==> src/hdl/gbfe_pkg.sv <==
// Shared types and constants for the GNSS binary frame extractor.
// No dependencies; every other file but gbfe_cell imports this package.
package gbfe_pkg;

   // Default depth of the frame buffer; sets the width of the write position.
   localparam int BUF_DEPTH_DEF = 64;

   // Byte that closes a frame.
   localparam logic [7:0] END_BYTE = 8'h55;

   // Length of the longest frame kind; the byte chain holds this many cells.
   localparam int MAX_LEN = 41;
   localparam int TAP_W   = MAX_LEN * 8;

   // Exact stored lengths of the frame kinds.
   localparam int LEN_TIME    = 18;
   localparam int LEN_LATLON  = 41;
   localparam int LEN_VEL     = 27;
   localparam int LEN_NED     = 29;
   localparam int LEN_ECEF    = 27;
   localparam int LEN_HEADING = 17;

   // First and second identifying bytes of the frame kinds.
   localparam logic [7:0] ID0_TIME    = 8'h00;
   localparam logic [7:0] ID0_LATLON  = 8'h01;
   localparam logic [7:0] ID0_VEL     = 8'h04;
   localparam logic [7:0] ID0_NED     = 8'h03;
   localparam logic [7:0] ID0_ECEF    = 8'h02;
   localparam logic [7:0] ID0_HEADING = 8'h07;
   localparam logic [7:0] ID1_TIME    = 8'h01;
   localparam logic [7:0] ID1_NAV     = 8'h02;

   localparam logic [19:0] SECS_PER_WEEK = 20'd604800;

   // One fresh mark per matched kind; the low five form a complete set.
   localparam int MARK_W = 6;
   localparam logic [MARK_W-1:0] SET_MASK = 6'b01_1111;

   typedef enum logic [2:0] {
      KIND_NONE    = 3'd0,
      KIND_TIME    = 3'd1,
      KIND_LATLON  = 3'd2,
      KIND_VEL     = 3'd3,
      KIND_NED     = 3'd4,
      KIND_ECEF    = 3'd5,
      KIND_HEADING = 3'd6
   } kind_type;

   typedef struct packed {
      logic        set_complete;
      logic [7:0]  status_byte;
      logic [7:0]  sat_count;
      logic [63:0] word_c;
      logic [63:0] word_b;
      logic [63:0] word_a;
      kind_type    frame_kind;
   } result_type;

endpackage

==> src/hdl/gbfe_cell.sv <==
// One byte cell of the frame capture chain.
// Depends on nothing; instanced in a row by the top level.
module gbfe_cell (
   input  logic       clock,
   input  logic       shift_en,
   input  logic [7:0] byte_in,
   output logic [7:0] byte_out
);

   logic [7:0] byte_ff;
   logic [7:0] byte_in_mux;

   // Take the neighbor's byte on a shift, otherwise hold.
   assign byte_in_mux = shift_en ? byte_in : byte_ff;

   always_ff @(posedge clock) begin
      byte_ff <= byte_in_mux;
   end

   assign byte_out = byte_ff;

endmodule

==> src/hdl/gbfe_decode.sv <==
// Frame kind match and field extraction over the taps of the byte chain.
// Depends on gbfe_pkg.
module gbfe_decode import gbfe_pkg::*; #(
   parameter int POS_W = 6
) (
   input  logic [TAP_W-1:0]  taps,
   input  logic [POS_W-1:0]  position,
   input  logic [MARK_W-1:0] marks,
   output result_type        result,
   output logic [MARK_W-1:0] marks_next
);

   localparam int TAP_IDX_W = $clog2(TAP_W);

   // The newest byte sits in tap 0, so byte i of an n-byte frame is tap n-1-i.
   function automatic logic [7:0] frame_byte(input logic [TAP_W-1:0] t,
                                              input int n, input int i);
      return t[TAP_IDX_W'((n - 1 - i) * 8) +: 8];
   endfunction

   function automatic logic [63:0] le_word(input logic [TAP_W-1:0] t, input int n,
                                           input int first, input int count);
      logic [63:0] v;
      v = '0;
      for (int k = 0; k < 8; k++) begin
         if (k < count) begin
            v[6'(k * 8) +: 8] = t[TAP_IDX_W'((n - 1 - first - k) * 8) +: 8];
         end
      end
      return v;
   endfunction

   function automatic logic frame_matches(input logic [TAP_W-1:0] t,
                                          input logic [POS_W-1:0] p,
                                          input int n, input logic [7:0] id0,
                                          input logic [7:0] id1);
      return (p == POS_W'(n)) && (frame_byte(t, n, 0) == id0) &&
             (frame_byte(t, n, 1) == id1);
   endfunction

   kind_type          kind;
   logic [35:0]       week_secs;
   logic [MARK_W-1:0] marks_set;

   always_comb begin
      if (frame_matches(taps, position, LEN_TIME, ID0_TIME, ID1_TIME)) begin
         kind = KIND_TIME;
      end else if (frame_matches(taps, position, LEN_LATLON, ID0_LATLON, ID1_NAV)) begin
         kind = KIND_LATLON;
      end else if (frame_matches(taps, position, LEN_VEL, ID0_VEL, ID1_NAV)) begin
         kind = KIND_VEL;
      end else if (frame_matches(taps, position, LEN_NED, ID0_NED, ID1_NAV)) begin
         kind = KIND_NED;
      end else if (frame_matches(taps, position, LEN_ECEF, ID0_ECEF, ID1_NAV)) begin
         kind = KIND_ECEF;
      end else if (frame_matches(taps, position, LEN_HEADING, ID0_HEADING, ID1_NAV)) begin
         kind = KIND_HEADING;
      end else begin
         kind = KIND_NONE;
      end
   end

   // Week number times seconds per week, for the absolute timestamp.
   assign week_secs = 36'(le_word(taps, LEN_TIME, 5, 2)) * 36'(SECS_PER_WEEK);

   always_comb begin
      result              = '0;
      result.frame_kind   = kind;
      unique case (kind)
         KIND_TIME: begin
            result.word_a = le_word(taps, LEN_TIME, 5, 2);
            result.word_b = le_word(taps, LEN_TIME, 7, 4);
            result.word_c = 64'(week_secs) + le_word(taps, LEN_TIME, 7, 4);
         end
         KIND_LATLON: begin
            result.word_a      = le_word(taps, LEN_LATLON, 9, 8);
            result.word_b      = le_word(taps, LEN_LATLON, 17, 8);
            result.word_c      = le_word(taps, LEN_LATLON, 25, 8);
            result.status_byte = frame_byte(taps, LEN_LATLON, 38);
         end
         KIND_VEL: begin
            result.word_a    = le_word(taps, LEN_VEL, 9, 4);
            result.word_b    = le_word(taps, LEN_VEL, 13, 4);
            result.word_c    = le_word(taps, LEN_VEL, 17, 4);
            result.sat_count = frame_byte(taps, LEN_VEL, 23);
         end
         KIND_NED: begin
            result.word_a      = le_word(taps, LEN_NED, 9, 4);
            result.word_b      = le_word(taps, LEN_NED, 13, 4);
            result.word_c      = le_word(taps, LEN_NED, 17, 4);
            result.sat_count   = frame_byte(taps, LEN_NED, 25);
            result.status_byte = frame_byte(taps, LEN_NED, 26);
         end
         KIND_ECEF: begin
            result.word_a      = le_word(taps, LEN_ECEF, 9, 4);
            result.word_b      = le_word(taps, LEN_ECEF, 13, 4);
            result.word_c      = le_word(taps, LEN_ECEF, 17, 4);
            result.sat_count   = frame_byte(taps, LEN_ECEF, 23);
            result.status_byte = frame_byte(taps, LEN_ECEF, 24);
         end
         KIND_HEADING: begin
            result.word_a      = le_word(taps, LEN_HEADING, 9, 4);
            result.status_byte = frame_byte(taps, LEN_HEADING, 11);
         end
         default: begin
         end
      endcase

      // An unmatched frame leaves the marks alone.
      if (kind == KIND_NONE) begin
         marks_set = marks;
      end else begin
         marks_set = marks | (MARK_W'(1) << (3'(kind) - 3'd1));
      end

      if ((marks_set & SET_MASK) == SET_MASK) begin
         result.set_complete = 1'b1;
         marks_next          = '0;
      end else begin
         marks_next          = marks_set;
      end
   end

endmodule

==> src/hdl/gbfe_outq.sv <==
// Two-entry result queue: an output register with a skid register behind it.
// Depends on gbfe_pkg.
module gbfe_outq import gbfe_pkg::*; (
   input  logic       clock,
   input  logic       reset,
   input  logic       push,
   input  result_type push_data,
   output logic       full,
   output logic       out_valid,
   input  logic       out_ready,
   output result_type out_data
);

   logic       main_valid_ff, main_valid_in;
   logic       skid_valid_ff, skid_valid_in;
   result_type main_ff, main_in;
   result_type skid_ff, skid_in;
   logic       pop;

   assign pop = main_valid_ff & out_ready;

   always_comb begin
      main_valid_in = main_valid_ff;
      skid_valid_in = skid_valid_ff;
      main_in       = main_ff;
      skid_in       = skid_ff;
      if (pop || !main_valid_ff) begin
         if (skid_valid_ff) begin
            // Push cannot happen here: the queue reports full.
            main_in       = skid_ff;
            main_valid_in = 1'b1;
            skid_valid_in = 1'b0;
         end else begin
            main_in       = push_data;
            main_valid_in = push;
         end
      end else if (push) begin
         skid_in       = push_data;
         skid_valid_in = 1'b1;
      end
   end

   always_ff @(posedge clock) begin
      if (reset) begin
         main_valid_ff <= 1'b0;
         skid_valid_ff <= 1'b0;
      end else begin
         main_valid_ff <= main_valid_in;
         skid_valid_ff <= skid_valid_in;
      end
      main_ff <= main_in;
      skid_ff <= skid_in;
   end

   assign full      = skid_valid_ff;
   assign out_valid = main_valid_ff;
   assign out_data  = main_ff;

endmodule

==> src/hdl/gnss_binary_frame_extractor_top.sv <==
// Top level of the GNSS binary frame extractor.
// Depends on gbfe_pkg, gbfe_cell, gbfe_decode and gbfe_outq.
//
// Usage: receiver bytes enter one word at a time on the req_ stream. Every
// byte other than 0x55 is appended to the current frame; 0x55 closes it. A
// closed frame produces exactly one word on the rsp_ stream, through the
// registered result queue. That word carries the frame kind in tuser
// (zero when nothing matched), the little-endian fields in tdata and, in
// tlast, a flag that the time, position, velocity, NED and ECEF kinds have
// all been seen since the last complete set.
// Throughput is one byte per cycle while req_tready is high. Bytes shift
// through a row of byte cells, one cell per byte of the longest frame kind,
// so the fields of a closed frame sit at fixed taps and are decoded in the
// cycle the closing byte arrives. Bytes past BUF_DEPTH-1 in one frame are
// dropped; such a frame matches nothing. Reset (synchronous, active high)
// clears the write position, the fresh marks and the result queue; the
// byte cells need no reset. When the receiver stalls, up to two results are
// held; req_tready falls only while both are waiting, so bytes keep flowing
// while one result is pending.
module gnss_binary_frame_extractor_top import gbfe_pkg::*; #(
   parameter int BUF_DEPTH = BUF_DEPTH_DEF
) (
   input  logic          clock,
   input  logic          reset,
   input  logic          req_tvalid,
   output logic          req_tready,
   input  logic [7:0]    req_tdata,   // in_byte
   output logic          rsp_tvalid,
   input  logic          rsp_tready,
   // word_a [63:0], word_b [127:64], word_c [191:128],
   // sat_count [199:192], status_byte [207:200]
   output logic [207:0]  rsp_tdata,
   output logic [2:0]    rsp_tuser,   // frame_kind
   output logic          rsp_tlast    // set_complete
);

   localparam int POS_W = $clog2(BUF_DEPTH);
   localparam logic [POS_W-1:0] POS_MAX = POS_W'(BUF_DEPTH - 1);

   logic [POS_W-1:0]  position_ff, position_in;
   logic [MARK_W-1:0] marks_ff, marks_in;
   logic [MARK_W-1:0] marks_next;
   logic              accept;
   logic              is_end;
   logic              shift_en;
   logic              queue_full;
   logic [7:0]        chain [MAX_LEN+1];
   logic [TAP_W-1:0]  taps;
   result_type        frame_result;
   result_type        rsp_data;

   assign accept   = req_tvalid & req_tready;
   assign is_end   = (req_tdata == END_BYTE);
   assign shift_en = accept & ~is_end & (position_ff != POS_MAX);

   // Byte chain: cell 0 holds the newest byte of the frame.
   assign chain[0] = req_tdata;
   for (genvar i = 0; i < MAX_LEN; i++) begin : g_cell
      gbfe_cell u_cell (
         .clock    (clock),
         .shift_en (shift_en),
         .byte_in  (chain[i]),
         .byte_out (chain[i+1])
      );
      assign taps[i * 8 +: 8] = chain[i+1];
   end

   gbfe_decode #(
      .POS_W (POS_W)
   ) u_decode (
      .taps       (taps),
      .position   (position_ff),
      .marks      (marks_ff),
      .result     (frame_result),
      .marks_next (marks_next)
   );

   always_comb begin
      position_in = position_ff;
      marks_in    = marks_ff;
      if (accept && is_end) begin
         position_in = '0;
         marks_in    = marks_next;
      end else if (shift_en) begin
         position_in = position_ff + POS_W'(1);
      end
   end

   always_ff @(posedge clock) begin
      if (reset) begin
         position_ff <= '0;
         marks_ff    <= '0;
      end else begin
         position_ff <= position_in;
         marks_ff    <= marks_in;
      end
   end

   gbfe_outq u_outq (
      .clock     (clock),
      .reset     (reset),
      .push      (accept & is_end),
      .push_data (frame_result),
      .full      (queue_full),
      .out_valid (rsp_tvalid),
      .out_ready (rsp_tready),
      .out_data  (rsp_data)
   );

   assign req_tready = ~queue_full;
   assign rsp_tdata  = {rsp_data.status_byte, rsp_data.sat_count,
                        rsp_data.word_c, rsp_data.word_b, rsp_data.word_a};
   assign rsp_tuser  = rsp_data.frame_kind;
   assign rsp_tlast  = rsp_data.set_complete;

endmodule

==> config.mk <==
export PLATFORM = sky130hd
export DESIGN_NAME = gnss_binary_frame_extractor_top
export DESIGN_NICKNAME = d
export VERILOG_FILES = /design/src/hdl/gbfe_pkg.sv /design/src/hdl/gbfe_cell.sv /design/src/hdl/gbfe_decode.sv /design/src/hdl/gbfe_outq.sv /design/src/hdl/gnss_binary_frame_extractor_top.sv
export SDC_FILE = /design/constraint.sdc
export NUM_CORES = 1
export LEC_CHECK = 0
export BUFFER_PORTS_ARGS = -buffer_cell sky130_fd_sc_hd__buf_4
export CAP_MARGIN = 0
export CORE_MARGIN = 3
export CORE_UTILIZATION = 50
export CTS_BUF_LIST = sky130_fd_sc_hd__clkbuf_4 sky130_fd_sc_hd__clkbuf_8
export DETAILED_ROUTE_END_ITERATION = 16
export PLACE_DENSITY = 0.68
export SYNTH_ARGS = -nofsm -noshare
export SYNTH_HDL_FRONTEND = slang
export SYNTH_HIERARCHICAL = 1
export SYNTH_SLANG_ARGS = --single-unit
==> constraint.sdc <==
create_clock -name clock -period 42.9 [get_ports clock]
set_input_delay 2.145 -clock clock [delete_from_list [all_inputs] [get_ports clock]]
set_output_delay 2.145 -clock clock [all_outputs]
set_load 0.02 [all_outputs]
==> impl_metrics.ini <==
[timing]
max_slew.worst_pin.slew_ns = 1.073
setup_viol = 0
maxSlewViolCount = 0
hold_violations = 0
setup-tns-final_ns = 0
relSlewSlack_pct = 28.47
final.period_utilization_pct = 17.63
rsz0062_at_grt = false
final_period_minus_worst_setup_slack_ns = 7.564
max_freq_mhz = 132.2
fin_worst_skew_ns = 0.04307

[clocking]
cts_tree = done
cts-buffers-inserted = 106
path_clk_slew_ns = 0.07
cts_buffer_depth = 3
cts_setup_buffers = 0
clk_latency_ns = 0.70
hold_buffers = 0
postCtsResizedCells = 0
htreeDepth = 3
cts.sinks = 669
root_buffer = clkbuf_8

[die]
dieWidth_um = 255.6
rows = 90
pin_count = 226
start_util_pct = 51.04
core_area_um2 = 61030
chipHeight_um = 255.6
dieArea_um2 = 65330

[global_routing]
grt_pass1_wl_um = 102400
grt_usage_pct = 20.26
grt_max_degree = 83
antenna_found_initial = 1
grt_overflow = 0
grt_pass1_vias = 17200

[run]
maxCapViolCount = 0

[synth]
ys_warn_count = 6
synth_cells = 1919
syn_area_um2 = 31150
avgSynthCellArea_um2 = 16.23

[drt]
drt-initial-drc-count = 1855
routedWlPerCell_um = 21.30
drc_errors = 0
num_vias = 16880
firstDrtPassIters = 10
avgViaCountPerCell = 5.402
postRouteAntennaNets = 0
totalWireLength_um = 66530

[placement]
place_area_um2 = 33310
place_congestion = 0.8821
port_buffers = 225
dp_hpwl_um = 45830

[worst_setup_path]
arrival_ns = 8.02
reg2reg_from = g_cell[11].u_cell/byte_out[1]
required_ns = 43.35
crit_slowest_cell = edfxtp_1
r2r_slack_ns = 35.34
ff2ff_path_depth = 30
cp_num_buf_inv = 4
crit_path_max_incr_delay_ns = 0.73
cp_max_fo = 11
setup.worst_path.end_class = flip-flop
r2r_end = u_outq/out_data[165]
crit_type = flip-flop to flip-flop
critPathLaunchType = flip-flop
path_delay_family = adder cells

[final_layout]
drive_above_1_share_pct = 28.35
fin_area_um2 = 35370
nNetsFinal = 2412
area_growth_pct = 13.56
fill_cells = 4742

[status]
status = completed

[pwr]
p_leak_nw = 14.81
p_per_area_nw_per_um2 = 55.21
vdd_ir_drop_max_mv = 0.05356

[min_path]
min_to = g_cell[25].u_cell/byte_out[6]
holdCritPathClass = flip-flop to flip-flop
hold_depth = 0
min_from = g_cell[24].u_cell/byte_out[6]
==> area by class of cell <==
| class | instances | area (um2) | share of cell area (%) |
|---|---|---|---|
| clock buffers | 138 | 1705 | 4.821 |
| diodes | 3 | 7.507 | 0.02122 |
| well taps | 828 | 1036 | 2.929 |
| repair buffers | 244 | 1832 | 5.178 |
| inverters | 169 | 634.4 | 1.793 |
| flip-flops and latches | 669 | 19960 | 56.44 |
| clock inverters | 53 | 349.1 | 0.9869 |
| multi-input cells | 1020 | 9846 | 27.83 |
==> layer usage <==
layer | global-route usage (%) | part of all wire (%) | vias up
met5 | 0 | 0 | -
met4 | 9.012 | 3.6 | 0
met3 | 4.997 | 8.4 | 126
met2 | 31.36 | 46 | 666
met1 | 27.34 | 42 | 8370
li1 | - | - | 7715
==> metrics by stage <==
stage | setup slack [ns] | power (mW) | hold slack (ns) | instances | util [%]
floorplan | 18.71 | 1.291 | 0.4003 | 2009 | -
global placement | 35.57 | 1.411 | 0.4011 | 2930 | 54.58
detailed placement | 35.44 | 1.429 | 0.4045 | 2930 | 54.58
CTS | 35.39 | 1.962 | 0.4002 | 3121 | 57.94
global route | 34.93 | 2.082 | 0.4115 | 3123 | 57.95
finish | 35.34 | 1.953 | 0.4060 | 3124 | 57.96
==> worst reg2reg max path: cells and delay by family, from the launching register on <==
| kind | cells | cell delay [ns] |
|---|---|---|
| fa+ha+maj | 7 | 3.03 |
| xor+xnor | 2 | 0.28 |
| simple gates | 5 | 0.94 |
| compound gates | 11 | 1.84 |
| flops | 1 | 0.73 |
| mux | 1 | 0.30 |
| buf+inv | 4 | 0.20 |
==> layout by cell type, fill, tap and decap left out, drive strengths merged, types with 7 or more instances in the layout <==
cell type  instances
a22oi             16
nor4              11
ha               127
nor3              14
mux2             212
nor2              49
and3               7
o21ai             42
clkinv            44
conb              91
a22o               8
edfxtp           656
nand2             56
o21bai            12
a222oi            63
fa                63
clkbuf           138
a21oi             39
a221o             16
a31oi              8
nand2b            11
a21o              13
nand3             16
and2              14
inv              172
dfxtp             13
xor2              15
nor2b             16
xnor2             25
buf              244
==> worst max-delay path by stage <==
stage                                  startpoint                   end  slack, ns  cells past startpoint
floorplan                              rsp_tready     u_outq/skid_ff[0]      18.71                      2
global placement    g_cell[11].u_cell/byte_out[0]  u_outq/out_data[165]      35.57                     30
detailed placement  g_cell[11].u_cell/byte_out[1]  u_outq/out_data[165]      35.44                     30
CTS                 g_cell[11].u_cell/byte_out[0]  u_outq/out_data[165]      35.39                     30
global route        g_cell[11].u_cell/byte_out[1]  u_outq/out_data[166]      34.93                     30
finish              g_cell[11].u_cell/byte_out[1]  u_outq/out_data[165]      35.34                     30
==> registers in the layout (all words and copies together) (netlist names) <==
name                    cells
u_outq/out_valid            1
u_outq/full                 1
marks_ff                    5
u_outq/out_data           212
g_cell.u_cell/byte_out    232
position_ff                 6
u_outq/skid_ff            212
==> power breakdown <==
part	switching (mW)	internal, mW
Combinational	0.390	0.286
Sequential	0.0180	0.734
Clock	0.247	0.279
Total	0.654	1.30
(Power assumes the default switching activity.)
